==> src/rtl/dictionary_text_decoder_top_assert.svh <==
// Assertion macros shared by the dictionary text decoder RTL.
`ifndef DICTIONARY_TEXT_DECODER_TOP_ASSERT_SVH
`define DICTIONARY_TEXT_DECODER_TOP_ASSERT_SVH
`ifndef SYNTHESIS
// Property that must hold at every rising clock edge out of reset
`define DTD_ASSERT(label, clk, rst_n, prop) \
    label: assert property (@(posedge clk) disable iff (!rst_n) prop) \
        else $error("%m: check failed");
// Condition that must never be true out of reset
`define DTD_ASSERT_NEVER(label, clk, rst_n, cond) \
    label: assert property (@(posedge clk) disable iff (!rst_n) !(cond)) \
        else $error("%m: forbidden condition seen");
`else
`define DTD_ASSERT(label, clk, rst_n, prop)
`define DTD_ASSERT_NEVER(label, clk, rst_n, cond)
`endif
`endif

==> src/rtl/dtd_pkg.sv <==
// Shared types, constants and helpers for the dictionary text decoder.
package dtd_pkg;

    // Output packing
    localparam int OUT_LANES  = 8;
    localparam int LANE_W     = $clog2(OUT_LANES);
    localparam int TEXT_W     = 8 * OUT_LANES;
    localparam int CNT_W      = 4;

    // Dictionary geometry: one 256-byte slot per entry
    localparam int DICT_ENTRIES = 256;
    localparam int IDX_W        = $clog2(DICT_ENTRIES);
    localparam int POS_W        = 8;
    localparam int WORD_SEL_W   = POS_W - LANE_W;
    localparam int WORD_AW      = IDX_W + WORD_SEL_W;
    localparam int DICT_WORDS   = 2 ** WORD_AW;

    // File signature
    localparam int SIG_LEN   = 9;
    localparam int SIG_POS_W = 4;

    // Command queue between front and back
    localparam int Q_DEPTH = 4;
    localparam int Q_AW    = $clog2(Q_DEPTH);

    // Front-end parse phase
    typedef enum logic [1:0] {
        PH_SIG,
        PH_LEN,
        PH_BYTES,
        PH_CODES
    } t_phase;

    // Back-end sequencer state
    typedef enum logic [1:0] {
        BK_IDLE,
        BK_LEN,
        BK_RUN
    } t_bk_state;

    // Command handed from front to back
    typedef struct packed {
        logic             is_err;
        logic [IDX_W-1:0] code;
    } t_cmd;

    // Dictionary byte write
    typedef struct packed {
        logic             we;
        logic [IDX_W-1:0] idx;
        logic [POS_W-1:0] pos;
        logic [7:0]       data;
    } t_dict_wr;

    // Entry length write
    typedef struct packed {
        logic             we;
        logic [IDX_W-1:0] idx;
        logic [POS_W-1:0] len;
    } t_len_wr;

    // Expected signature byte "!!8-Bit!!" at a given position
    function automatic logic [7:0] sig_byte(input logic [SIG_POS_W-1:0] pos);
        logic [7:0] b;
        unique case (pos)
            4'd0:    b = 8'h21;
            4'd1:    b = 8'h21;
            4'd2:    b = 8'h38;
            4'd3:    b = 8'h2D;
            4'd4:    b = 8'h42;
            4'd5:    b = 8'h69;
            4'd6:    b = 8'h74;
            4'd7:    b = 8'h21;
            4'd8:    b = 8'h21;
            default: b = 8'h00;
        endcase
        return b;
    endfunction

endpackage

==> src/rtl/dtd_queue.sv <==
// Small command FIFO between the front end and the back end.
`include "dictionary_text_decoder_top_assert.svh"
module dtd_queue
    import dtd_pkg::*;
(
    input  logic i_clk,
    input  logic i_rst_n,
    input  logic i_push,
    input  t_cmd i_cmd,
    output logic o_full,
    output logic o_nempty,
    output t_cmd o_cmd,
    input  logic i_pop
);

    t_cmd            r_mem [Q_DEPTH];
    logic [Q_AW-1:0] r_wr;
    logic [Q_AW-1:0] r_rd;
    logic [Q_AW:0]   r_cnt;
    logic            do_push;
    logic            do_pop;

    assign o_full   = (r_cnt == (Q_AW + 1)'(Q_DEPTH));
    assign o_nempty = (r_cnt != '0);
    assign o_cmd    = r_mem[r_rd];
    assign do_push  = i_push && !o_full;
    assign do_pop   = i_pop && o_nempty;

    // Storage
    always_ff @(posedge i_clk) begin
        if (do_push) begin
            r_mem[r_wr] <= i_cmd;
        end
    end

    // Pointers and fill level
    always_ff @(posedge i_clk) begin
        if (!i_rst_n) begin
            r_wr  <= '0;
            r_rd  <= '0;
            r_cnt <= '0;
        end else begin
            if (do_push) begin
                r_wr <= r_wr + 1'b1;
            end
            if (do_pop) begin
                r_rd <= r_rd + 1'b1;
            end
            unique case ({do_push, do_pop})
                2'b10:   r_cnt <= r_cnt + 1'b1;
                2'b01:   r_cnt <= r_cnt - 1'b1;
                default: r_cnt <= r_cnt;
            endcase
        end
    end

    `DTD_ASSERT_NEVER(a_push_full, i_clk, i_rst_n, i_push && o_full)
    `DTD_ASSERT_NEVER(a_pop_empty, i_clk, i_rst_n, i_pop && !o_nempty)
    `DTD_ASSERT(a_cnt_range, i_clk, i_rst_n, r_cnt <= (Q_AW + 1)'(Q_DEPTH))

endmodule

==> config.mk <==
export PLATFORM = sky130hd
export DESIGN_NAME = dtd_queue
export DESIGN_NICKNAME = d
export VERILOG_FILES = /design/src/rtl/dtd_pkg.sv /design/src/rtl/dtd_queue.sv
export VERILOG_INCLUDE_DIRS = /design/src /design/src/rtl
export SDC_FILE = /design/constraint.sdc
export NUM_CORES = 1
export LEC_CHECK = 0
export BUFFER_PORTS_ARGS = -buffer_cell sky130_fd_sc_hd__buf_2
export CAP_MARGIN = 30
export CORE_MARGIN = 10
export CORE_UTILIZATION = 55
export CTS_CLUSTER_DIAMETER = 40
export DETAILED_ROUTE_END_ITERATION = 8
export MAX_ROUTING_LAYER = met4
export PLACE_DENSITY = 0.77
export SLEW_MARGIN = 20
export SYNTH_ARGS = -nofsm -noshare
export SYNTH_HDL_FRONTEND = slang
export SYNTH_SLANG_ARGS = --single-unit
==> constraint.sdc <==
create_clock -name i_clk -period 2.4 [get_ports i_clk]
set_input_delay 0.24 -clock i_clk [delete_from_list [all_inputs] [get_ports i_clk]]
set_output_delay 0.24 -clock i_clk [all_outputs]
set_load 0.02 [all_outputs]
* Word-level counts from Yosys, hierarchy flattened
Memories as Yosys holds them, arrays and structs flattened. A register that Yosys moved wholly into a read port is not among the register bits.
Cells that the tools add are included.
** Storage, ports and cells
- Flip-flop bits (word level) :: 7
- Latch bits :: 0
- Memory bits (writable) :: 36
- Bits in read-only memories :: 0
- Input port bits :: 13
- Logic and storage cells :: 21
- Memories kept :: 1
** Cells by class
- Add/sub/neg operators :: 4
- $mul :: 0
- Div/mod/pow operators :: 0
- Order comparisons :: 0
- Eq/ne operators :: 3
- Shift operators :: 0
- Multiplexer cells :: 5
- Bitwise operators :: 0
- Reduce and logical (&&, ||, !) cells :: 5
** Memory list
- r_mem :: words 4, bits a word 9, read ports 1, clocked after Yosys merged registers in 1, write ports 1, line dtd_queue.sv:16 : t_cmd r_mem [Q_DEPTH];
** Operators by type and width (number)
- case mux 3 bit (2 select lines) :: 1
- adder 2 x 1 -> 2 bit, second input constant :: 2
- 2-to-1 mux 2 bit :: 2
- adder 3 x 1 -> 3 bit, second input constant :: 1
- equality test 3 bit, second input constant :: 1
- nonzero test 3 bit :: 1
- subtractor 3 x 1 -> 3 bit, second input constant :: 1
- equality test 2 x 1 -> 1 bit, second input constant :: 1
- equality test 2 bit, second input constant :: 1
- logical AND 1 bit :: 2
- 2-to-1 mux 1 bit :: 2
- nonzero test 2 bit :: 1
- zero test 1 bit :: 1

* Depth between registers and ports, before layout
Gate-level depths: netlist of run 1.
- Word-level depth :: 5
- Mapped depth :: 10
- Gate-level depth less buffers :: 9

* Worst setup path after synthesis of run 1
No wires, ideal clock.
- Path type :: flip-flop to flip-flop
- Start :: reg r_cnt[2]
- End :: reg r_cnt[2]
- Setup time :: 76 ps
- Arrival time :: 2196 ps
- Required time :: 2324 ps
- Setup slack :: 128 ps
- Stages on the path, launching flop included :: 11
- Period minus slack after synthesis :: 2272 ps
- Cells stage by stage :: dfxtp_1 nor3b_2 nor2b_1 buf_6 inv_1 ha_1 inv_1 fa_1 xor2_1 or3_1 a21boi_0
** On the way
- Cells in the longest elaborated chain, start to end :: 5
** Ends and longest elaborated chain
- start: declaration :: line dtd_queue.sv:19 : logic [Q_AW:0] r_cnt;
- start signal: assignment :: line dtd_queue.sv:50 : 2'b10: r_cnt <= r_cnt + 1'b1;
- start signal: assignment :: line dtd_queue.sv:51 : 2'b01: r_cnt <= r_cnt - 1'b1;
- start signal: assignment :: line dtd_queue.sv:52 : default: r_cnt <= r_cnt;
- equality test 3 bit * :: line dtd_queue.sv:23 : assign o_full = (r_cnt == (Q_AW + 1)'(Q_DEPTH));
- named net o_full :: line dtd_queue.sv:10 : output logic o_full,
- zero test 1 bit * :: line dtd_queue.sv:26 : assign do_push = i_push && !o_full;
- logical AND 1 bit * :: line dtd_queue.sv:26
- equality test 2 x 1 -> 1 bit or equality test 2 bit (tied branches) :: line dtd_queue.sv:49 : unique case ({do_push, do_pop})
- case mux 3 bit (2 select lines) or nonzero test 2 bit (tied branches)
The timed path passes the listed nets; every way through them passes the cells marked *.
A chain may end at the register's enable or synchronous reset.

* Worst setup path after layout of run 1
- Start :: reg r_cnt[1]
- End :: reg r_cnt[2]
** On the way
- Cells in the longest elaborated chain, start to end :: 5
** Ends and longest elaborated chain (line)
- equality test 3 bit :: dtd_queue.sv:23
- zero test 1 bit :: dtd_queue.sv:26
- logical AND 1 bit :: dtd_queue.sv:26
- equality test 2 x 1 -> 1 bit or equality test 2 bit (tied branches) :: dtd_queue.sv:49
- case mux 3 bit (2 select lines) or nonzero test 2 bit (tied branches)
Several ways; a longest one is shown, not always the timed one.

==> results of run 1 <==
## cell type report
class,instances,area (um^2),share of cell area
clock buffer,6,41.29,0.02054
clock inverter,2,10.01,0.004978
inverter,6,22.52,0.01120
multi-input combinational,44,496.7,0.2470
sequential,45,1262,0.6279
tap,44,55.05,0.02738
timing repair buffer,24,122.6,0.06098
## worst max path at each step
stage	start	to	slack [ns]	depth (start not counted)
after floorplan	r_cnt[2]	r_cnt[2]	0.13	10
after global placement	r_cnt[2]	r_cnt[2]	0.39	9
after detailed placement	r_cnt[2]	r_cnt[2]	0.16	9
after CTS	r_cnt[2]	r_cnt[2]	0.14	9
after global routing	r_cnt[0]	r_cnt[2]	0.03	9
final	r_cnt[1]	r_cnt[2]	0.19	9
## timing repair
item,CTS,global route
endpoints found under the setup margin,0,1
buffers inserted,0,0
gates resized for setup,0,1
## worst max-delay path, delay by kind of cell (launching register included)
kind | cells | cell delay [ns]
AND/OR/NAND/NOR | 3 | 0.72
XOR/XNOR | 1 | 0.16
buffers and inverters | 2 | 0.15
AO/OA/AOI/OAI | 1 | 0.16
flip-flops | 1 | 0.40
adder cells (fa/ha/maj) | 2 | 0.55
## metrics by stage
stage	instance area (um^2)	utilization	std cells	setup slack, ns
after CTS	2009	0.6476	171	0.1413
after global placement	1958	0.6310	163	0.3853
final	2011	0.6480	171	0.1912
after global routing	2011	0.6480	171	0.02848
after detailed placement	1958	0.6310	163	0.1591
after floorplan	1804	-	99	0.1282
## state kept, by name (all words and copies together), names as in the netlist, named ones only
signal,cells
r_mem,36
r_rd,2
r_wr,2
r_cnt,3
## cell usage in the layout (no fill, tap or decap), types with 2 or more instances in the layout
cell type / count
nand2_1: 5
clkinv_2: 2
buf_2: 23
ha_1: 5
and2_2: 4
dfxtp_1: 8
and2_1: 3
xnor2_1: 3
nor2b_1: 3
edfxtp_1: 36
mux4_2: 9
clkbuf_4: 5
mux2i_1: 2
o21ai_0: 2
inv_1: 6
## cell families (layout without fill, tap and decap cells)
| kind of cell | after synthesis | after routing | share of synthesized area |
|---|---|---|---|
| multiplexers | 11 | 11 | 0.1234 |
| flip-flops | 45 | 45 | 0.6990 |
| buffers and inverters | 10 | 38 | 0.02566 |
| XOR/XNOR | 4 | 4 | 0.01942 |
| adder cells (fa/ha/maj) | 6 | 6 | 0.04577 |
| AO/OA/AOI/OAI | 5 | 5 | 0.02428 |
| AND/OR/NAND/NOR | 18 | 18 | 0.06242 |
## routing by layer
metal / vias up / global-route usage
met5: - / -
met4: 0 / 0.04927
met3: 9 / 0.02914
met2: 28 / 0.1856
met1: 444 / 0.1057
li1: 424 / -
## cell usage after synthesis
library cell,n
edfxtp_1,36
dfxtp_1,9
mux4_2,9
inv_1,6
ha_1,5
nand2_1,5
and2_2,4
and2_1,3
nor2b_1,3
xnor2_1,3
clkbuf_1,2
mux2i_1,2
o21ai_0,2
a21boi_0,1
buf_2,1
buf_6,1
fa_1,1
nor3b_2,1
o311ai_2,1
o31a_2,1
or3_1,1
or3_2,1
xor2_1,1
## where the power goes
group          internal [mW]  switching, mW  leakage, nW
Clock                  0.112          0.227       0.0320
Sequential             0.951         0.0875        0.405
Combinational          0.284          0.310        0.277
==> impl_metrics.yaml, run 1 <==
clocking:
  h-tree-depth: 2
  cts-buffers-inserted: 5
  hold_buffers: 0
  cts_tree: "done"
  cts_root_buffer: "clkbuf_4"
  cts.sinks: 45
  clockBufferDepth: 2
  worstSkewPairLatency_ns: 0.35
  clk_pin_slew_ns: 0.12
critical_path:
  cp_slowest_cell: "dfxtp_1"
  cp.required_ns: 2.68
  r2r_cells: 9
  crit_type: "flip-flop to flip-flop"
  endpoint_kind: "flip-flop"
  critPathMaxFanout: 7
  reg2reg_setup_slack_ns: 0.19
  crit_chain: "nor3b_2 > nor2b_1 > inv_1 > ha_1 > inv_1 > fa_1 > xor2_1 > or3_1 > a21boi_0"
  cpPeakStageDelay_ns: 0.40
  regToRegEndpoint: "r_cnt[2]"
  r2r-start: "r_cnt[1]"
  worstSetupStartpointType: "flip-flop"
  cpMostUsedCell: "inv_1"
  worstPathArrival_ns: 2.49
global_route:
  grt_pass1_vias: 984
  grtUsageTotal: 0.1054
  antenna_found_initial: 0
  grt_pass1_wl_um: 4774
  grt_start_max_net_pins: 14
  overflow: 0
power_and_ir_drop:
  power_mw: 1.972
  ir_worst_vdd_mv: 0.4468
  p_per_area_nw_per_um2: 980.7
  leakagePower_nw: 0.7138
synth:
  ys_seq_area_frac: 0.6990
  yosysTopAreaCell: "edfxtp_1"
  ys_seq_elements: 45
  synth_cell_types: 23
  synth_top_area_share: 0.5992
  syn_inst: 99
  synth.area.top_cells: "edfxtp_1 60%, mux4_2 11%, dfxtp_1 10%"
  syn_area_um2: 1804
  syn_nets: 118
  avgSynthCellArea_um2: 18.22
  ys_warn_count: 0
placement:
  portBuffers: 23
  hpwl_um: 2160
  gp_congestion: 0.7377
drt:
  wl_met1_um: 1132
  antenna_left: 0
  routed_wl_um: 2915
  wl_met2_um: 1606
  wl_per_cell_um: 17.05
  dr_wl_met3_um: 131
  first_pass_iters: 4
  drt_iter0_drc: 63
  topRoutingLayerUsed: "met4"
  drc: 0
  dr_total_vias: 905
  viasPerCell: 5.292
timing:
  fmax_mhz: 452.7
  slew_violations: 0
  final-hold-violation-count: 0
  tightestPinTransition_ns: 0.4638
  grt_setup_unrepaired: "no"
  relSlewSlack: 0.6902
  min_period_ns: 2.209
  clock-skew-final_ns: 0.007381
  finalSetupViolCount: 0
  fin_worst_hold_slack_ns: 0.09346
  finalCritPeriodShare: 0.9203
  setup_tns_ns: 0
worst_hold_path:
  hold_path_startpoint: "i_cmd[2]"
  whs_path_depth: 1
  holdPathEnd: "r_mem[1][2]"
  hp-class: "primary input to flip-flop"
floorplanning:
  fp.coreArea_um2: 3103
  io_pins: 24
  initial_core_util: 0.5815
  die_area_um2: 5971
  die_h_um: 77.28
  die_w_um: 77.28
  num_rows: 20
run_status:
  status: "finished, final reports clean"
finish:
  fin_nets: 145
  n_antenna_cell: 0
  area_delta_synth_final_pct: 11.44
  fillers: 253
  drive_gt1_frac: 0.3858
job:
  max-cap-violations: 0
Note: power is estimated with default switching activity, not from simulation.
==> inputs of run 2 (changes only) <==
- CORE_UTILIZATION: 55 -> 45
- PLACE_DENSITY: 0.77 -> default
==> impl_metrics.yaml, run 2 (synthesis results as in run 1) <==
drt:
  routed_wl_um: 2877
  drt_iter0_drc: 48
  drc: 0
  dr_total_vias: 890
  antenna_left: 0
  wl_per_cell_um: 16.44
  viasPerCell: 5.086
  first_pass_iters: 4
floorplanning:
  die_area_um2: 6942
  initial_core_util: 0.4784
  fp.coreArea_um2: 3771
  die_h_um: 83.32
  num_rows: 22
  io_pins: 24
  die_w_um: 83.32
finish:
  drive_gt1_frac: 0.3780
  fillers: 324
  final_cell_area_um2: 2074
  multiInputGateArea_um2: 496.7
  largest_register_ffs: 36
  n_antenna_cell: 0
  top_regs: "r_mem: 36 flops, r_cnt: 3 flops"
  fin_nets: 145
  largest_register: "r_mem"
  final_common_cell: "edfxtp_1"
  seq_area_um2: 1261
  area_delta_synth_final_pct: 14.98
  final_cell_mix: "36 x edfxtp_1, 23 x buf_2, 9 x mux4_2, 9 x dfxtp_1"
run_status:
  status: "finished, final reports clean"
clocking:
  h-tree-depth: 2
  hold_buffers: 0
  post_cts_buffers: 0
  clockBufferDepth: 2
  cts.sinks: 45
  cts_root_buffer: "clkbuf_8"
  worstSkewPairLatency_ns: 0.29
  cts-buffers-inserted: 5
  cts_resized: 0
  clk_pin_slew_ns: 0.08
  cts_tree: "done"
timing:
  final-hold-violation-count: 0
  clock-skew-final_ns: 0.003968
  tightestPinTransition_ns: 0.4569
  fmax_mhz: 465.5
  relSlewSlack: 0.6950
  min_period_ns: 2.148
  grt_setup_unrepaired: "no"
  slew_violations: 0
  finalCritPeriodShare: 0.8951
  setup_tns_ns: 0
  finalSetupViolCount: 0
critical_path:
  cpMostUsedCell: "inv_1"
  crit_chain: "nor3b_2 > nor2b_1 > inv_1 > ha_1 > inv_1 > fa_1 > xor2_1 > or3_1 > a21boi_0"
  critPathMaxFanout: 7
  cp_slowest_cell: "dfxtp_1"
  worstSetupStartpointType: "flip-flop"
  crit_type: "flip-flop to flip-flop"
  cp_num_buf_inv: 2
  endpoint_kind: "flip-flop"
  cpPeakStageDelay_ns: 0.40
  critPathTopFamily: "simple AND/OR/NAND/NOR gates"
  worstPathArrival_ns: 2.36
  cp.required_ns: 2.62
global_route:
  grt_pass1_wl_um: 4692
  grt_start_max_net_pins: 14
  grt_pass1_vias: 946
  overflow: 0
  grtUsageTotal: 0.08809
  antenna_found_initial: 0
power_and_ir_drop:
  p_per_area_nw_per_um2: 1042
  ir_worst_vdd_mv: 0.4770
  leakagePower_nw: 0.7380
  power_mw: 2.161
placement:
  gp_congestion: 0.6673
  portBuffers: 23
  dpl_cell_area_um2: 1963
  hpwl_um: 2081
worst_hold_path:
  hp-class: "primary input to flip-flop"
job:
  max-cap-violations: 0
==> run 2: cell count changes in the layout (fill, tap and decap cells not counted) <==
| cell | change |
|---|---|
| clkbuf_16 | +1 |
| clkbuf_4 | -5 |
| clkbuf_8 | +6 |
| clkinv_2 | -2 |
| dfxtp_1 | +1 |
| dfxtp_2 | -1 |
==> run 2: path summary, 6_finish.rpt <==
| path | from | endpoint | slack (ns) | depth (start not counted) |
|---|---|---|---|---|
| setup / recovery | r_cnt[2] | r_cnt[2] | 0.25 | 9 |
| hold / removal | i_cmd[5] | r_mem[2][5] | 0.16 | 1 |
| setup reg to reg | r_cnt[2] | r_cnt[2] | 0.25 | 9 |
| hold reg to reg | r_wr[1] | r_wr[1] | 0.51 | 2 |
==> run 2: layout make-up <==
| type | count | area share |
|---|---|---|
| Clock buffer | 8 | 0.05368 |
| Inverter | 6 | 0.01086 |
| Multi-Input combinational cell | 44 | 0.2394 |
| Sequential cell | 45 | 0.6080 |
| Tap cell | 48 | 0.02895 |
| Timing Repair Buffer | 24 | 0.05911 |
==> run 2: per-layer routing <==
layer	vias up	track usage	share of wire
met1	436	0.09670	0.41
met2	24	0.1404	0.53
met5	-	-	0
met4	0	0.03692	0.017
met3	7	0.03320	0.050
li1	423	-	-
==> run 2: where the power goes <==
group | internal, mW | total, mW | switching (mW)
Sequential | 0.950 | 1.01 | 0.0635
Combinational | 0.285 | 0.618 | 0.332
Clock | 0.297 | 0.530 | 0.233
Total | 1.53 | 2.16 | 0.629
==> run 2: per-stage QoR <==
stage | hold WS (ns) | utilization | setup WS, ns | instances
6_report | 0.1636 | 0.5501 | 0.2518 | 175
5_1_grt | 0.1480 | 0.5501 | 0.1247 | 175
4_1_cts | 0.1557 | 0.5501 | 0.2411 | 175
3_5_place_dp | 0.4617 | 0.5206 | 0.2607 | 167
3_3_place_gp | 0.4518 | 0.5206 | 0.3631 | 167
2_1_floorplan | 0.3389 | - | 0.1282 | 99
==> run 2: worst register-to-register path: stages (launching register included) <==
cell	delay [ns]
dfxtp_1	0.40
nor3b_2	0.21
nor2b_1	0.14
inv_1	0.08
ha_1	0.18
inv_1	0.06
fa_1	0.37
xor2_1	0.15
or3_1	0.30
a21boi_0	0.17
