**config.mk**
```make
export PLATFORM = sky130hd
export DESIGN_NAME = dtd_front
export DESIGN_NICKNAME = d
export VERILOG_FILES = /design/src/rtl/dictionary_text_decoder_top_assert.svh /design/src/rtl/dtd_pkg.sv /design/src/rtl/dtd_front.sv
export SDC_FILE = /design/constraint.sdc
export NUM_CORES = 1
export LEC_CHECK = 0
export BUFFER_PORTS_ARGS = -buffer_cell sky130_fd_sc_hd__buf_2
export CORE_ASPECT_RATIO = 1.75
export CORE_UTILIZATION = 45
export CTS_BUF_LIST = sky130_fd_sc_hd__clkbuf_8
export CTS_CLUSTER_DIAMETER = 100
export DETAILED_ROUTE_END_ITERATION = 8
export PLACE_DENSITY = 0.75
export RECOVER_POWER = 100
export SYNTH_ARGS = -nofsm -noshare
export SYNTH_HDL_FRONTEND = slang
export SYNTH_SLANG_ARGS = --single-unit
```
**constraint.sdc**
```tcl
create_clock -name i_clk -period 6.35 [get_ports i_clk]
set_clock_uncertainty 0.2 [all_clocks]
set_input_delay 1.27 -clock i_clk [delete_from_list [all_inputs] [get_ports i_clk]]
set_output_delay 1.27 -clock i_clk [all_outputs]
set_load 0.01 [all_outputs]
```
**src/rtl/dictionary_text_decoder_top_assert.svh**
```systemverilog
// Assertion macros shared by the dictionary text decoder RTL.
`ifndef DICTIONARY_TEXT_DECODER_TOP_ASSERT_SVH
`define DICTIONARY_TEXT_DECODER_TOP_ASSERT_SVH
`ifndef SYNTHESIS
// Property that must hold at every rising clock edge out of reset
`define DTD_ASSERT(label, clk, rst_n, prop) \
    label: assert property (@(posedge clk) disable iff (!rst_n) prop) \
        else $error("%m: check failed");
// Condition that must never be true out of reset
`define DTD_ASSERT_NEVER(label, clk, rst_n, cond) \
    label: assert property (@(posedge clk) disable iff (!rst_n) !(cond)) \
        else $error("%m: forbidden condition seen");
`else
`define DTD_ASSERT(label, clk, rst_n, prop)
`define DTD_ASSERT_NEVER(label, clk, rst_n, cond)
`endif
`endif

```
**src/rtl/dtd_pkg.sv**
```systemverilog
// Shared types, constants and helpers for the dictionary text decoder.
package dtd_pkg;

    // Output packing
    localparam int OUT_LANES  = 8;
    localparam int LANE_W     = $clog2(OUT_LANES);
    localparam int TEXT_W     = 8 * OUT_LANES;
    localparam int CNT_W      = 4;

    // Dictionary geometry: one 256-byte slot per entry
    localparam int DICT_ENTRIES = 256;
    localparam int IDX_W        = $clog2(DICT_ENTRIES);
    localparam int POS_W        = 8;
    localparam int WORD_SEL_W   = POS_W - LANE_W;
    localparam int WORD_AW      = IDX_W + WORD_SEL_W;
    localparam int DICT_WORDS   = 2 ** WORD_AW;

    // File signature
    localparam int SIG_LEN   = 9;
    localparam int SIG_POS_W = 4;

    // Command queue between front and back
    localparam int Q_DEPTH = 4;
    localparam int Q_AW    = $clog2(Q_DEPTH);

    // Front-end parse phase
    typedef enum logic [1:0] {
        PH_SIG,
        PH_LEN,
        PH_BYTES,
        PH_CODES
    } t_phase;

    // Back-end sequencer state
    typedef enum logic [1:0] {
        BK_IDLE,
        BK_LEN,
        BK_RUN
    } t_bk_state;

    // Command handed from front to back
    typedef struct packed {
        logic             is_err;
        logic [IDX_W-1:0] code;
    } t_cmd;

    // Dictionary byte write
    typedef struct packed {
        logic             we;
        logic [IDX_W-1:0] idx;
        logic [POS_W-1:0] pos;
        logic [7:0]       data;
    } t_dict_wr;

    // Entry length write
    typedef struct packed {
        logic             we;
        logic [IDX_W-1:0] idx;
        logic [POS_W-1:0] len;
    } t_len_wr;

    // Expected signature byte "!!8-Bit!!" at a given position
    function automatic logic [7:0] sig_byte(input logic [SIG_POS_W-1:0] pos);
        logic [7:0] b;
        unique case (pos)
            4'd0:    b = 8'h21;
            4'd1:    b = 8'h21;
            4'd2:    b = 8'h38;
            4'd3:    b = 8'h2D;
            4'd4:    b = 8'h42;
            4'd5:    b = 8'h69;
            4'd6:    b = 8'h74;
            4'd7:    b = 8'h21;
            4'd8:    b = 8'h21;
            default: b = 8'h00;
        endcase
        return b;
    endfunction

endpackage

```
**src/rtl/dtd_front.sv**
```systemverilog
// Front end: accepts file bytes, checks the signature, loads the dictionary, queues codes.
module dtd_front
    import dtd_pkg::*;
(
    input  logic       i_clk,
    input  logic       i_rst_n,
    input  logic       i_valid,
    output logic       o_ready,
    input  logic [7:0] i_in_byte,
    output t_dict_wr   o_dict_wr,
    output t_len_wr    o_len_wr,
    output logic       o_push,
    output t_cmd       o_cmd,
    input  logic       i_q_full
);

    t_phase               r_phase, n_phase;
    logic [SIG_POS_W-1:0] r_sig_pos, n_sig_pos;
    logic [IDX_W-1:0]     r_idx, n_idx;
    logic [POS_W-1:0]     r_left, n_left;
    logic [POS_W-1:0]     r_wpos, n_wpos;
    logic                 r_zero, n_zero;
    logic                 r_failed, n_failed;

    logic                 take;
    logic                 sig_bad;
    logic                 byte_zero;
    logic                 store_byte;
    t_phase               ne_phase;
    logic [IDX_W-1:0]     ne_idx;

    // Any transaction is taken while the queue has room
    assign o_ready    = !i_q_full;
    assign take       = i_valid && o_ready && !r_failed;
    assign sig_bad    = (i_in_byte != sig_byte(r_sig_pos));
    assign byte_zero  = (i_in_byte == 8'h00);
    assign store_byte = (r_phase == PH_BYTES) && !r_zero && !byte_zero;

    // Step to the next entry, or into code mode after the last one
    always_comb begin
        if (r_idx == '1) begin
            ne_idx   = '0;
            ne_phase = PH_CODES;
        end else begin
            ne_idx   = r_idx + 1'b1;
            ne_phase = PH_LEN;
        end
    end

    // Next state
    always_comb begin
        n_phase   = r_phase;
        n_sig_pos = r_sig_pos;
        n_idx     = r_idx;
        n_left    = r_left;
        n_wpos    = r_wpos;
        n_zero    = r_zero;
        n_failed  = r_failed;
        if (take) begin
            unique case (r_phase)
                PH_SIG: begin
                    if (sig_bad) begin
                        n_failed = 1'b1;
                    end else begin
                        n_sig_pos = r_sig_pos + 1'b1;
                        if (r_sig_pos == SIG_POS_W'(SIG_LEN - 1)) begin
                            n_phase = PH_LEN;
                            n_idx   = '0;
                        end
                    end
                end
                PH_LEN: begin
                    n_wpos = '0;
                    n_zero = 1'b0;
                    n_left = i_in_byte;
                    if (byte_zero) begin
                        n_idx   = ne_idx;
                        n_phase = ne_phase;
                    end else begin
                        n_phase = PH_BYTES;
                    end
                end
                PH_BYTES: begin
                    if (byte_zero) begin
                        n_zero = 1'b1;
                    end
                    if (store_byte) begin
                        n_wpos = r_wpos + 1'b1;
                    end
                    n_left = r_left - 1'b1;
                    if (r_left == POS_W'(1)) begin
                        n_idx   = ne_idx;
                        n_phase = ne_phase;
                    end
                end
                PH_CODES: begin
                    n_phase = PH_CODES;
                end
                default: begin
                    n_phase = r_phase;
                end
            endcase
        end
    end

    // Outputs: memory writes and queued commands
    always_comb begin
        o_dict_wr.we   = take && store_byte;
        o_dict_wr.idx  = r_idx;
        o_dict_wr.pos  = r_wpos;
        o_dict_wr.data = i_in_byte;

        o_len_wr.we    = take && ((r_phase == PH_LEN) || store_byte);
        o_len_wr.idx   = r_idx;
        o_len_wr.len   = (r_phase == PH_LEN) ? '0 : r_wpos + 1'b1;

        o_push         = take && (((r_phase == PH_SIG) && sig_bad) || (r_phase == PH_CODES));
        o_cmd.is_err   = (r_phase == PH_SIG);
        o_cmd.code     = i_in_byte;
    end

    // State registers
    always_ff @(posedge i_clk) begin
        if (!i_rst_n) begin
            r_phase   <= PH_SIG;
            r_sig_pos <= '0;
            r_idx     <= '0;
            r_left    <= '0;
            r_wpos    <= '0;
            r_zero    <= 1'b0;
            r_failed  <= 1'b0;
        end else begin
            r_phase   <= n_phase;
            r_sig_pos <= n_sig_pos;
            r_idx     <= n_idx;
            r_left    <= n_left;
            r_wpos    <= n_wpos;
            r_zero    <= n_zero;
            r_failed  <= n_failed;
        end
    end

endmodule

```
Word-level counts from Yosys, hierarchy flattened
Memories as Yosys holds them, arrays and structs flattened. A register that Yosys moved wholly into a read port is not among the register bits.
Index checks and enable logic that the tools add are counted.
{ "totals": {"register_bits": 32, "rom_bits": 112, "input_bits": 12, "output_inout_bits": 53, "elab_cells": 71, "n_memories": 1} }
{ "op_classes": {"add_sub_neg": 4, "n_eq_ne": 13, "mux": 20, "n_bitwise": 1, "reduce_logical": 25} }
{ "memory_table": {"columns": ["memory", "words", "width", "rd", "rd_ports_with_merged_regs", "wr", "line", "rtl"], "rows": [
  ["(no name shown)", 16, 7, 1, 1, 0, "dtd_pkg.sv:65", "unique case (pos)"]
]} }
{ "op_table": {"columns": ["cell", "n"], "rows": [
  ["2-to-1 mux 8 bit", 7],
  ["case mux 8 bit (2 select lines)", 2],
  ["case mux 8 bit (3 select lines)", 1],
  ["adder 8 x 1 -> 8 bit (second input constant)", 2],
  ["AND reduction 3 bit", 4],
  ["2-to-1 mux 2 bit", 5],
  ["== test 8 x 1 -> 1 bit (second input constant)", 1],
  ["== test 8 bit (second input constant)", 1],
  ["logical AND 1 bit", 8],
  ["zero test 8 bit", 1],
  ["2-to-1 mux 4 bit", 2],
  ["inequality test 2 bit (second input constant)", 4],
  ["inequality test 8 bit", 1],
  ["case mux 2 bit (4 select lines)", 1],
  ["subtractor 8 x 1 -> 8 bit (second input constant)", 1],
  ["AND reduction 6 bit", 1],
  ["adder 4 x 1 -> 4 bit (second input constant)", 1],
  ["== test 2 bit (second input constant)", 2],
  ["== test 4 bit (second input constant)", 1],
  ["zero test 1 bit", 4],
  ["inequality test 2 x 1 -> 1 bit (second input constant)", 2],
  ["AND reduction 4 bit", 1],
  ["nonzero test 3 bit", 1],
  ["== test 2 x 1 -> 1 bit (second input constant)", 1],
  ["7 further kinds", 8]
]} }

Longest topological paths before layout
Gate-level depths: netlist of run 1.
{ "depth": {"ltp_word": 6, "mapped_depth": 10} }

Worst setup path before layout of run 1
No wires, ideal clock.
{ "synth_timing": {"path_type": "input -> output", "startpoint": "input port i_in_byte[3]", "endpoint": "output port o_push", "t_arrival_ns": 2.330, "required_ns": 4.880, "path_slack_ns": 2.550, "cell_stages": 6, "n_path_buf": 1, "cell_sequence": "nor2b_1 > a2111oi_2 > nand4_1 > buf_2 > nor2b_1 > a21o_1"} }
{ "synth_between": {"elab_chain_cells": 4} }
{ "synth_rtl": {"columns": ["item", "line", "rtl"], "rows": [
  ["from (decl)", "dtd_front.sv:9", "input logic [7:0] i_in_byte,"],
  ["inequality test 8 bit", "dtd_front.sv:35", "assign sig_bad = (i_in_byte != sig_byte(r_sig_pos));"],
  ["logical AND 1 bit", "dtd_front.sv:117", "o_push = take && (((r_phase == PH_SIG) && sig_bad) || (r_phase == PH_CODES));"],
  ["logical OR 1 bit", "dtd_front.sv:117", null],
  ["logical AND 1 bit", "dtd_front.sv:117", null],
  ["to (decl)", "dtd_front.sv:12", "output logic o_push,"]
]} }
Every way passes these cells.

Worst setup path in the final report of run 1
Same ends and word-level chain as after synthesis.

==> impl_metrics.xml, run 1 <==
<?xml version="1.0" encoding="UTF-8"?>
<metrics>
  <group name="status">
    <metric name="status" unit="">complete, no violations</metric>
  </group>
  <group name="power">
    <metric name="power.combinational.fraction" unit="%">5.9</metric>
    <metric name="p_seq_share" unit="%">55.9</metric>
    <metric name="clkPwrFrac" unit="%">38.2</metric>
    <metric name="power.net_switching" unit="uW">111</metric>
    <metric name="worst_ir_drop_vdd" unit="mV">0.106</metric>
    <metric name="power_per_cell_area" unit="nW/um2">162</metric>
    <metric name="power.share.switching" unit="%">25.3</metric>
    <metric name="p_leak" unit="uW">0.000941</metric>
    <metric name="total_power" unit="uW">438</metric>
    <metric name="power.internal" unit="uW">328</metric>
  </group>
  <group name="route">
    <metric name="drc_errors" unit="">0</metric>
    <metric name="top_signal_layer_used" unit="">met4</metric>
    <metric name="drt_wl_total" unit="um">5960</metric>
    <metric name="routed-via-count" unit="">2386</metric>
    <metric name="drt-initial-drc-count" unit="">66</metric>
    <metric name="routed_len_inst" unit="um">13.8</metric>
    <metric name="met1Wirelength" unit="um">2330</metric>
    <metric name="detail-route-antenna-nets" unit="">0</metric>
    <metric name="detailedRoute.firstPassIterationCount" unit="">4</metric>
    <metric name="avgViaCountPerCell" unit="">5.54</metric>
    <metric name="met2_wirelength" unit="um">3270</metric>
    <metric name="met3_wirelength" unit="um">233</metric>
  </group>
  <group name="place">
    <metric name="numPortBuffers" unit="">64</metric>
    <metric name="placed_area" unit="um2">2720</metric>
    <metric name="gp_congestion" unit="">0.867</metric>
    <metric name="place_worst_setup_slack" unit="ns">1.98</metric>
    <metric name="dp.final_hpwl" unit="um">4440</metric>
  </group>
  <group name="floorplan">
    <metric name="die_h" unit="um">101</metric>
    <metric name="die_x" unit="um">58.7</metric>
    <metric name="floorplan.die_area" unit="um2">5950</metric>
    <metric name="floorplan.initialDensity" unit="%">47.4</metric>
    <metric name="std_cell_rows" unit="">35</metric>
    <metric name="i_o_pin_count" unit="">65</metric>
    <metric name="core" unit="um2">5340</metric>
  </group>
  <group name="global_routing">
    <metric name="global_route_wire_length_before_repair" unit="um">9500</metric>
    <metric name="via_count_of_the_first_global_routing_pass" unit="">2073</metric>
    <metric name="pin_count_of_the_biggest_net_entering_global_routing" unit="">30</metric>
    <metric name="antenna_found_initial" unit="">0</metric>
    <metric name="globalRouteOverflowTotal" unit="">0</metric>
    <metric name="globalRouteTotalUtil" unit="%">20.6</metric>
  </group>
  <group name="worst_setup_path">
    <metric name="crit_fanout" unit="">13</metric>
    <metric name="cp-end-kind" unit="">output port</metric>
    <metric name="worst-endpoint-required" unit="ns">4.88</metric>
    <metric name="worstReg2RegEnd" unit="">r_wpos[6]$_SDFFE_PN0P_</metric>
    <metric name="crit_path_cell_trace" unit="">clkbuf_1 -&gt; nor2b_1 -&gt; a2111oi_0 -&gt; nand4_1 -&gt; nor2b_1 -&gt; a21o_1 -&gt; clkbuf_1</metric>
    <metric name="cpMaxStageDelayCell" unit="">nand4_1</metric>
    <metric name="cpPeakStageDelay" unit="ns">0.48</metric>
    <metric name="start_kind" unit="">input pin</metric>
    <metric name="worst_ep_arrival_time" unit="ns">2.99</metric>
    <metric name="timing.reg2reg.worst_path_depth" unit="">8</metric>
    <metric name="timing.setup.critical_path_class" unit="">in -&gt; out</metric>
    <metric name="critical_path.endpoint" unit="">o_push</metric>
    <metric name="startpoint" unit="">i_in_byte[3]</metric>
    <metric name="worst-r2r-setup-slack" unit="ns">3.29</metric>
    <metric name="r2r-start" unit="">r_phase[0]$_SDFFE_PN0P_</metric>
  </group>
  <group name="clock_network">
    <metric name="htree_levels" unit="">2</metric>
    <metric name="clk_latency" unit="ns">0.30</metric>
    <metric name="cts.sink_count" unit="">39</metric>
    <metric name="cts.repair_timing.setup_buffer_count" unit="">0</metric>
    <metric name="tritoncts" unit="">built</metric>
    <metric name="hold_buffers" unit="">0</metric>
    <metric name="clk_pin_slew_worst_paths" unit="ns">0.08</metric>
    <metric name="post_cts_resize_count" unit="">0</metric>
    <metric name="cts_buffer_depth" unit="">2</metric>
    <metric name="clock_tree.root_cell" unit="">clkbuf_8</metric>
    <metric name="tritoncts.num_buffers" unit="">5</metric>
  </group>
  <group name="flow_run">
    <metric name="cap_viol_max_count" unit="">0</metric>
  </group>
  <group name="synth">
    <metric name="synth_top_area_share" unit="%">30.8</metric>
    <metric name="syn_avg_cell_area" unit="um2">7.90</metric>
    <metric name="top_cell_type_by_total_area_after_synthesis" unit="">dfxtp_1</metric>
    <metric name="edff_count_synth" unit="">0</metric>
    <metric name="postSynth.topFlopCell" unit="">dfxtp_1</metric>
    <metric name="yosys_warnings" unit="">0</metric>
    <metric name="synth_fp_nets" unit="">344</metric>
    <metric name="synth_async_sr_flop_share" unit="%">0</metric>
    <metric name="syn-instance-count" unit="">321</metric>
    <metric name="synthMostInstantiatedCell" unit="">dfxtp_1</metric>
    <metric name="netlist_top_cells_count" unit="">dfxtp_1 (39), nor2_1 (34), a21oi_1 (25), buf_4 (24), inv_1 (19)</metric>
    <metric name="synth-seq-area-share" unit="%">30.8</metric>
    <metric name="syn-cell-area" unit="um2">2530</metric>
    <metric name="synth_top_cells_by_area" unit="">dfxtp_1 (31%), buf_4 (7.1%), ha_1 (5.4%)</metric>
    <metric name="synth_seq_cells" unit="">39</metric>
    <metric name="post_synth_num_cell_types" unit="">54</metric>
  </group>
  <group name="sta">
    <metric name="clock.fmax" unit="MHz">224</metric>
    <metric name="worst-slew-pin-transition" unit="ns">0.956</metric>
    <metric name="period_needed" unit="ns">4.46</metric>
    <metric name="setup_viol" unit="">0</metric>
    <metric name="share_of_the_clock_period_used_by_the_worst_path_after_layout" unit="%">70.3</metric>
    <metric name="finalWorstSetupSlack" unit="ns">1.89</metric>
    <metric name="hold_viol" unit="">0</metric>
    <metric name="setup_tns" unit="ns">0</metric>
    <metric name="drv_slew" unit="">0</metric>
    <metric name="rsz0062_at_grt" unit="">no</metric>
    <metric name="max-slew-margin-rel" unit="%">36.2</metric>
  </group>
  <group name="cells_and_area">
    <metric name="drive_gt1_share" unit="%">5.88</metric>
    <metric name="area_growth" unit="%">6.86</metric>
    <metric name="share_of_the_core_filled_with_cells" unit="%">50.7</metric>
    <metric name="ant_cells" unit="">0</metric>
    <metric name="n_fill_cell" unit="">565</metric>
    <metric name="fin_nets" unit="">379</metric>
    <metric name="final_cell_area" unit="um2">2710</metric>
  </group>
  <group name="hold_path">
    <metric name="hold_path.startpoint" unit="">r_failed$_SDFFE_PN0P_</metric>
    <metric name="hold_path.class" unit="">reg -&gt; reg</metric>
    <metric name="timing.hold.worst_path_depth" unit="">1</metric>
  </group>
</metrics>
[cell usage in the layout (no fill, tap or decap), drive strengths merged, types with 6 or more instances in the layout]
cell    count
a211oi      6
a21oi      26
a22oi       6
buf         9
clkbuf     60
dfxtp      39
ha         11
inv        20
nand2      18
nand2b      6
nand3      13
nor2       34
nor3        8
o21ai      17
or4         6
xor2        6
[metrics by stage]
stage	cells	hold WS (ns)
floorplan	321	0.276
global placement	423	0.291
detailed placement	423	0.306
CTS	431	0.323
global route	431	0.347
finish	431	0.305
[cell type report]
| class | instances | area (um2) | area share [%] |
|---|---|---|---|
| clock inverter | 3 | 16.3 | 0.600 |
| timing repair buffer | 64 | 251 | 9.28 |
| clock buffer | 5 | 68.8 | 2.54 |
| tap | 74 | 92.6 | 3.42 |
| multi-input combinational | 226 | 1420 | 52.6 |
| inverter | 20 | 75.1 | 2.77 |
| sequential | 39 | 781 | 28.8 |
[kinds of logic after synthesis]
family	count (synthesis)	share of synthesized area [%]
AOI/OAI and AO/OA	83	21.9
xor gates and xnor gates	9	3.11
adders and majority gates	11	5.43
buffers and inverters	56	11.9
DFF	39	30.8
muxes	5	1.97
and+or+nand+nor	118	24.8
[metal layers]
layer	GRT usage, %	vias to the layer above
li1	-	1193
met1	21.5	1109
met2	39.1	71
met3	3.19	13
met4	9.34	0
met5	0	-
[power groups by stage]
stage	registers [uW]	clock network, uW	logic [uW]
floorplan	251	0	20.7
global placement	251	0	28.6
detailed placement	251	0	28.7
CTS	245	170	28.7
global route	245	179	28.3
finish	245	167	25.8
[worst min-delay path by stage]
stage	end	slack [ns]
floorplan	r_failed$_SDFFE_PN0P_	0.28
global placement	r_failed$_SDFFE_PN0P_	0.29
detailed placement	r_failed$_SDFFE_PN0P_	0.31
CTS	r_wpos[7]$_SDFFE_PN0P_	0.32
global route	r_failed$_SDFFE_PN0P_	0.35
finish	r_failed$_SDFFE_PN0P_	0.30
[worst max-delay path, delay by kind of cell]
family          cells  cell delay, ns
compound gates      2            0.52
buf+inv             2            0.24
simple gates        3            0.95
(Power assumes the default switching activity.)
==> run 2, diff against run 1 <==
- ABC_AREA: not set -> 1
- PLACE_DENSITY: 0.75 -> 0.77
- clock period: 6.35 -> 3.9 ns (I/O delays scaled with it)
==> run 2 against run 1 <==
Against the previous run: sequential power grew 63%; register-to-register slack lost 2.1 ns; critical path depth is the same; global-route usage grew 0.17 points; sequential share of layout area shrank 0.55 points; final cell count grew 14%; via count grew 5.7%; clock power grew 77%; power grew 69%; synthesized area grew 0.49%.
==> impl_metrics.xml, run 2 <==
<?xml version="1.0" encoding="UTF-8"?>
<metrics>
  <group name="place">
    <metric name="numPortBuffers" unit="">64</metric>
    <metric name="dp.final_hpwl" unit="um">4480</metric>
    <metric name="gp_congestion" unit="">0.859</metric>
  </group>
  <group name="clock_network">
    <metric name="clock_tree.root_cell" unit="">clkbuf_8</metric>
    <metric name="clk_pin_slew_worst_paths" unit="ns">0.07</metric>
    <metric name="tritoncts.num_buffers" unit="">5</metric>
    <metric name="cts.sink_count" unit="">39</metric>
    <metric name="htree_levels" unit="">2</metric>
    <metric name="clk_latency" unit="ns">0.29</metric>
    <metric name="hold_buffers" unit="">0</metric>
    <metric name="tritoncts" unit="">built</metric>
    <metric name="post_cts_resize_count" unit="">0</metric>
    <metric name="cts_buffer_depth" unit="">2</metric>
    <metric name="cts.repair_timing.setup_buffer_count" unit="">0</metric>
  </group>
  <group name="synth">
    <metric name="synth_top_cells_by_area" unit="">dfxtp_1 (31%), nand2_1 (11%), buf_4 (7.1%)</metric>
    <metric name="syn-instance-count" unit="">374</metric>
    <metric name="edff_count_synth" unit="">0</metric>
    <metric name="top_cell_type_by_total_area_after_synthesis" unit="">dfxtp_1</metric>
    <metric name="synthMostInstantiatedCell" unit="">nand2_1</metric>
    <metric name="postSynth.topFlopCell" unit="">dfxtp_1</metric>
    <metric name="netlist_top_cells_count" unit="">nand2_1 (73), inv_1 (41), dfxtp_1 (39), nor2_1 (35), a21oi_1 (27)</metric>
    <metric name="synth_async_sr_flop_share" unit="%">0</metric>
    <metric name="syn-cell-area" unit="um2">2550</metric>
    <metric name="syn_avg_cell_area" unit="um2">6.81</metric>
    <metric name="yosys_warnings" unit="">0</metric>
    <metric name="post_synth_num_cell_types" unit="">34</metric>
    <metric name="synth_fp_nets" unit="">397</metric>
    <metric name="synth_seq_cells" unit="">39</metric>
    <metric name="synth-seq-area-share" unit="%">30.6</metric>
    <metric name="synth_top_area_share" unit="%">30.6</metric>
  </group>
  <group name="cells_and_area">
    <metric name="drive_gt1_share" unit="%">8.65</metric>
    <metric name="layout.cells.most_common_list" unit="">nand2_1 (74), clkbuf_1 (55), inv_1 (42)</metric>
    <metric name="n_fill_cell" unit="">578</metric>
    <metric name="fin_nets" unit="">438</metric>
    <metric name="ant_cells" unit="">0</metric>
    <metric name="multi_input_comb_area" unit="um2">1360</metric>
    <metric name="area_growth" unit="%">8.40</metric>
    <metric name="layout.cells.most_common" unit="">nand2_1</metric>
    <metric name="seq_area" unit="um2">781</metric>
  </group>
  <group name="sta">
    <metric name="fin_worst_hold_slack" unit="ns">0.260</metric>
    <metric name="share_of_the_clock_period_used_by_the_worst_path_after_layout" unit="%">75.9</metric>
    <metric name="clock.fmax" unit="MHz">338</metric>
    <metric name="max-slew-margin-rel" unit="%">50.7</metric>
    <metric name="hold_viol" unit="">0</metric>
    <metric name="setup_tns" unit="ns">0</metric>
    <metric name="period_needed" unit="ns">2.96</metric>
    <metric name="drv_slew" unit="">0</metric>
    <metric name="rsz0062_at_grt" unit="">no</metric>
    <metric name="setup_viol" unit="">0</metric>
    <metric name="worst-slew-pin-transition" unit="ns">0.739</metric>
  </group>
  <group name="route">
    <metric name="drt_wl_total" unit="um">5800</metric>
    <metric name="drt-initial-drc-count" unit="">126</metric>
    <metric name="detailedRoute.firstPassIterationCount" unit="">4</metric>
    <metric name="detail-route-antenna-nets" unit="">0</metric>
    <metric name="avgViaCountPerCell" unit="">5.15</metric>
    <metric name="drc_errors" unit="">0</metric>
    <metric name="routed-via-count" unit="">2522</metric>
    <metric name="routed_len_inst" unit="um">11.8</metric>
  </group>
  <group name="floorplan">
    <metric name="core" unit="um2">5340</metric>
    <metric name="die_h" unit="um">102</metric>
    <metric name="die_x" unit="um">58.9</metric>
    <metric name="floorplan.initialDensity" unit="%">47.7</metric>
    <metric name="i_o_pin_count" unit="">65</metric>
    <metric name="floorplan.die_area" unit="um2">5980</metric>
    <metric name="std_cell_rows" unit="">35</metric>
  </group>
  <group name="power">
    <metric name="total_power" unit="uW">740</metric>
    <metric name="p_leak" unit="uW">0.00116</metric>
    <metric name="worst_ir_drop_vdd" unit="mV">0.219</metric>
    <metric name="power_per_cell_area" unit="nW/um2">268</metric>
  </group>
  <group name="flow_run">
    <metric name="cap_viol_max_count" unit="">0</metric>
  </group>
  <group name="worst_setup_path">
    <metric name="crit_fanout" unit="">13</metric>
    <metric name="worst_ep_arrival_time" unit="ns">1.98</metric>
    <metric name="timing.reg2reg.worst_path_depth" unit="">9</metric>
    <metric name="start_kind" unit="">register</metric>
    <metric name="timing.setup.critical_path_class" unit="">reg -&gt; out</metric>
    <metric name="worst-r2r-setup-slack" unit="ns">1.19</metric>
    <metric name="worst-endpoint-required" unit="ns">2.92</metric>
    <metric name="cp-end-kind" unit="">output port</metric>
    <metric name="r2r-start" unit="">r_phase[0]$_SDFFE_PN0P_</metric>
    <metric name="worstReg2RegEnd" unit="">r_wpos[2]$_SDFFE_PN0P_</metric>
  </group>
  <group name="status">
    <metric name="status" unit="">complete, no violations</metric>
  </group>
  <group name="hold_path">
    <metric name="hold_path.class" unit="">reg -&gt; reg</metric>
    <metric name="worstHoldEndpoint" unit="">r_zero$_SDFFE_PN0P_</metric>
    <metric name="timing.hold.worst_path_depth" unit="">2</metric>
    <metric name="hold_path.startpoint" unit="">r_zero$_SDFFE_PN0P_</metric>
  </group>
  <group name="global_routing">
    <metric name="pin_count_of_the_biggest_net_entering_global_routing" unit="">23</metric>
    <metric name="global_route_wire_length_before_repair" unit="um">9650</metric>
    <metric name="via_count_of_the_first_global_routing_pass" unit="">2253</metric>
    <metric name="antenna_found_initial" unit="">0</metric>
    <metric name="globalRouteTotalUtil" unit="%">20.8</metric>
    <metric name="globalRouteOverflowTotal" unit="">0</metric>
  </group>
</metrics>
run 2: worst max-delay path by stage:
stage,from,to,slack [ns]
floorplan,i_q_full,o_dict_wr[24],1.39
global placement,i_in_byte[4],o_dict_wr[24],1.08
detailed placement,i_in_byte[4],o_dict_wr[24],1.05
CTS,r_phase[0]$_SDFFE_PN0P_,o_dict_wr[24],0.94
global route,r_phase[0]$_SDFFE_PN0P_,o_dict_wr[24],0.77
finish,r_phase[0]$_SDFFE_PN0P_,o_dict_wr[24],0.94
run 2: kinds of logic after synthesis:
logic type / Yosys count / share of synthesized area (%)
AO/OA/AOI/OAI: 63 / 13.3
XOR/XNOR: 11 / 3.78
adder cells (fa/ha/maj): 11 / 5.40
buffers and inverters: 77 / 14.9
flip-flops: 39 / 30.6
AND/OR/NAND/NOR: 173 / 32.0
run 2: power breakdown:
part           total, uW  internal (uW)  switching [uW]
combinational       45.1           13.6            31.5
sequential           399            399           0.288
clock                296            159             137
total                740            571             169
run 2: final cells by class:
cell class	count	area share, %
multi-input cells	258	49.2
flip-flops and latches	39	28.3
repair buffers	65	9.29
inverters	46	6.25
clock buffers	7	3.49
well taps	74	3.35
clock inverters	1	0.136
run 2: stage by stage:
stage | std cells | worst slack, ns | instance area, um2 | utilization (%)
3_3_place_gp | 482 | 1.08 | 2760 | 51.7
3_5_place_dp | 482 | 1.05 | 2760 | 51.7
6_report | 490 | 0.939 | 2760 | 51.7
5_1_grt | 490 | 0.770 | 2760 | 51.7
4_1_cts | 490 | 0.943 | 2860 | 53.5
2_1_floorplan | 374 | 1.39 | 2550 | -
run 2: metal layers:
metal	share of wire (%)	up-vias	GRT usage (%)
met5	0	-	0
met4	2.4	0	11.5
met3	3.8	12	3.45
met2	55	67	38.8
met1	38	1173	21.1
li1	-	1270	-
run 2: critical path, cell delays in order, from the launching register on:
cell and delay [ns]:
dfxtp_1 0.34, inv_1 0.11, ha_1 0.47, clkinv_1 0.17
nor2_1 0.12, nand3_1 0.16, inv_1 0.17, clkbuf_1 0.17
==> run 3, diff against run 2 <==
- PLACE_DENSITY: 0.77 -> 0.74
- clock period: 3.9 -> 2.8 ns (I/O delays scaled with it)
==> run 3 against run 2 <==
Against the previous run: count of clock-buffer cells in the layout fell by 1; largest cell class unchanged; core utilization rose by 1.0 points; largest power group unchanged; sequential cell count did not move; critical path depth did not move; sequential power rose by 39%; highest routed layer unchanged; global-route usage fell by 0.15 points.
==> impl_metrics.xml, run 3 (synthesis gave the netlist of run 2 again) <==
<?xml version="1.0" encoding="UTF-8"?>
<metrics>
  <group name="place">
    <metric name="place_worst_setup_slack" unit="ns">0.403</metric>
    <metric name="gp_congestion" unit="">0.876</metric>
    <metric name="dp.final_hpwl" unit="um">4520</metric>
    <metric name="numPortBuffers" unit="">64</metric>
  </group>
  <group name="sta">
    <metric name="setup_tns" unit="ns">0</metric>
    <metric name="rsz0062_at_grt" unit="">no</metric>
    <metric name="drv_slew" unit="">0</metric>
    <metric name="hold_viol" unit="">0</metric>
    <metric name="setup_viol" unit="">0</metric>
    <metric name="worst-slew-pin-transition" unit="ns">0.610</metric>
    <metric name="max-slew-margin-rel" unit="%">59.2</metric>
    <metric name="finalWorstSetupSlack" unit="ns">0.263</metric>
    <metric name="share_of_the_clock_period_used_by_the_worst_path_after_layout" unit="%">90.6</metric>
    <metric name="period_needed" unit="ns">2.54</metric>
    <metric name="clock.fmax" unit="MHz">394</metric>
  </group>
  <group name="power">
    <metric name="clkPwrFrac" unit="%">43.9</metric>
    <metric name="power_per_cell_area" unit="nW/um2">395</metric>
    <metric name="worst_ir_drop_vdd" unit="mV">0.510</metric>
    <metric name="power.share.switching" unit="%">22.2</metric>
    <metric name="power.combinational.fraction" unit="%">6.1</metric>
    <metric name="p_seq_share" unit="%">50.0</metric>
    <metric name="power.internal" unit="uW">865</metric>
    <metric name="power.net_switching" unit="uW">246</metric>
    <metric name="p_leak" unit="uW">0.00118</metric>
  </group>
  <group name="route">
    <metric name="routed_len_inst" unit="um">12.0</metric>
    <metric name="avgViaCountPerCell" unit="">5.12</metric>
    <metric name="detailedRoute.firstPassIterationCount" unit="">5</metric>
    <metric name="routed-via-count" unit="">2523</metric>
    <metric name="drc_errors" unit="">0</metric>
    <metric name="drt_wl_total" unit="um">5930</metric>
    <metric name="detail-route-antenna-nets" unit="">0</metric>
    <metric name="drt-initial-drc-count" unit="">133</metric>
  </group>
  <group name="global_routing">
    <metric name="pin_count_of_the_biggest_net_entering_global_routing" unit="">19</metric>
    <metric name="global_route_wire_length_before_repair" unit="um">9730</metric>
    <metric name="via_count_of_the_first_global_routing_pass" unit="">2278</metric>
    <metric name="antenna_found_initial" unit="">0</metric>
    <metric name="globalRouteOverflowTotal" unit="">0</metric>
    <metric name="globalRouteTotalUtil" unit="%">20.7</metric>
  </group>
  <group name="floorplan">
    <metric name="floorplan.die_area" unit="um2">5980</metric>
    <metric name="std_cell_rows" unit="">35</metric>
    <metric name="die_h" unit="um">102</metric>
    <metric name="i_o_pin_count" unit="">65</metric>
    <metric name="floorplan.initialDensity" unit="%">47.7</metric>
    <metric name="core" unit="um2">5340</metric>
    <metric name="die_x" unit="um">58.9</metric>
  </group>
  <group name="clock_network">
    <metric name="tritoncts" unit="">built</metric>
    <metric name="hold_buffers" unit="">0</metric>
    <metric name="cts_buffer_depth" unit="">2</metric>
    <metric name="tritoncts.num_buffers" unit="">5</metric>
    <metric name="clock_tree.root_cell" unit="">clkbuf_8</metric>
    <metric name="htree_levels" unit="">2</metric>
    <metric name="cts.repair_timing.setup_buffer_count" unit="">0</metric>
    <metric name="cts.sink_count" unit="">39</metric>
    <metric name="post_cts_resize_count" unit="">0</metric>
    <metric name="clk_latency" unit="ns">0.29</metric>
    <metric name="clk_pin_slew_worst_paths" unit="ns">0.08</metric>
  </group>
  <group name="worst_setup_path">
    <metric name="worstReg2RegEnd" unit="">r_left[6]$_SDFFE_PN0P_</metric>
    <metric name="worst-r2r-setup-slack" unit="ns">0.30</metric>
    <metric name="start_kind" unit="">register</metric>
    <metric name="cp-end-kind" unit="">output port</metric>
    <metric name="worst-endpoint-required" unit="ns">2.04</metric>
    <metric name="crit_fanout" unit="">5</metric>
    <metric name="worst_ep_arrival_time" unit="ns">1.78</metric>
    <metric name="timing.reg2reg.worst_path_depth" unit="">8</metric>
    <metric name="r2r-start" unit="">r_phase[0]$_SDFFE_PN0P_</metric>
    <metric name="timing.setup.critical_path_class" unit="">reg -&gt; out</metric>
  </group>
  <group name="cells_and_area">
    <metric name="layout.cells.most_common_list" unit="">nand2_1 (75), clkbuf_1 (54), inv_1 (41)</metric>
    <metric name="multi_input_comb_area" unit="um2">1370</metric>
    <metric name="layout.cells.most_common" unit="">nand2_1</metric>
    <metric name="ant_cells" unit="">0</metric>
    <metric name="area_growth" unit="%">10.5</metric>
    <metric name="n_fill_cell" unit="">594</metric>
    <metric name="fin_nets" unit="">441</metric>
    <metric name="drive_gt1_share" unit="%">10.0</metric>
    <metric name="seq_area" unit="um2">781</metric>
  </group>
  <group name="flow_run">
    <metric name="cap_viol_max_count" unit="">0</metric>
  </group>
  <group name="hold_path">
    <metric name="hold_path.class" unit="">reg -&gt; reg</metric>
    <metric name="worstHoldEndpoint" unit="">r_zero$_SDFFE_PN0P_</metric>
    <metric name="hold_path.startpoint" unit="">r_zero$_SDFFE_PN0P_</metric>
    <metric name="timing.hold.worst_path_depth" unit="">2</metric>
  </group>
  <group name="status">
    <metric name="status" unit="">complete, no violations</metric>
  </group>
</metrics>
## run 3: cell types whose count changed in the layout (fill, tap and decap cells not counted)
cell / change
buf_2: +1
buf_4: +3
bufinv_16: +1
clkbuf_1: -1
clkbuf_8: -1
clkinv_2: +1
inv_1: -1
nand2_1: +1
nand2_2: -1
nand3_1: -1
nand3_4: +1
nor2_1: -1
nor2_2: +1
## run 3: layer usage
| layer | part of all wire, % | global-route usage (%) | wire length (um) | up-vias |
|---|---|---|---|---|
| li1 | - | - | - | 1275 |
| met1 | 40 | 22.3 | 2390 | 1164 |
| met2 | 54 | 39.2 | 3210 | 77 |
| met3 | 4.2 | 2.68 | 249 | 7 |
| met4 | 1.4 | 8.06 | 83 | 0 |
| met5 | 0 | 0 | 0 | - |
## run 3: final cells by class
type	instances	area share, %
clock buffer	6	2.93
clock inverter	2	1.24
timing repair buffer	68	9.96
inverter	46	6.13
sequential	39	27.7
tap	74	3.29
multi-input combinational	258	48.7
## run 3: worst max path at each step
stage	from	slack [ns]	to
3_3_place_gp	i_in_byte[4]	0.41	o_dict_wr[24]
6_report	r_phase[0]$_SDFFE_PN0P_	0.26	o_push
5_1_grt	r_phase[0]$_SDFFE_PN0P_	0.12	r_left[6]$_SDFFE_PN0P_
2_1_floorplan	i_q_full	0.73	o_dict_wr[24]
4_1_cts	r_phase[0]$_SDFFE_PN0P_	0.30	o_push
3_5_place_dp	i_in_byte[4]	0.40	o_dict_wr[24]
## run 3: stage by stage
step | total power [uW] | hold slack [ns] | instance area, um2 | std cells | utilization [%]
after global placement | 639 | 0.242 | 2780 | 485 | 52.1
final | 1110 | 0.262 | 2820 | 493 | 52.7
after global routing | 1160 | 0.279 | 2820 | 493 | 52.7
after floorplan | 621 | 0.232 | 2550 | 374 | -
after detailed placement | 640 | 0.249 | 2780 | 485 | 52.1
after CTS | 1120 | 0.260 | 2900 | 493 | 54.3
## run 3: power groups by stage
stage	clock network (uW)	logic, uW	registers, uW
2_1_floorplan	0	52.2	569
3_3_place_gp	0	70.2	569
3_5_place_dp	0	71.1	569
4_1_cts	497	71.2	556
5_1_grt	528	73.9	556
6_report	488	67.4	556
## run 3: critical path: stages, from the launching register on
cell      delay [ns]
dfxtp_1         0.36
inv_1           0.13
ha_1            0.30
inv_1           0.10
nor2_2          0.22
nand2_1         0.10
o21ai_0         0.10
clkbuf_1        0.18
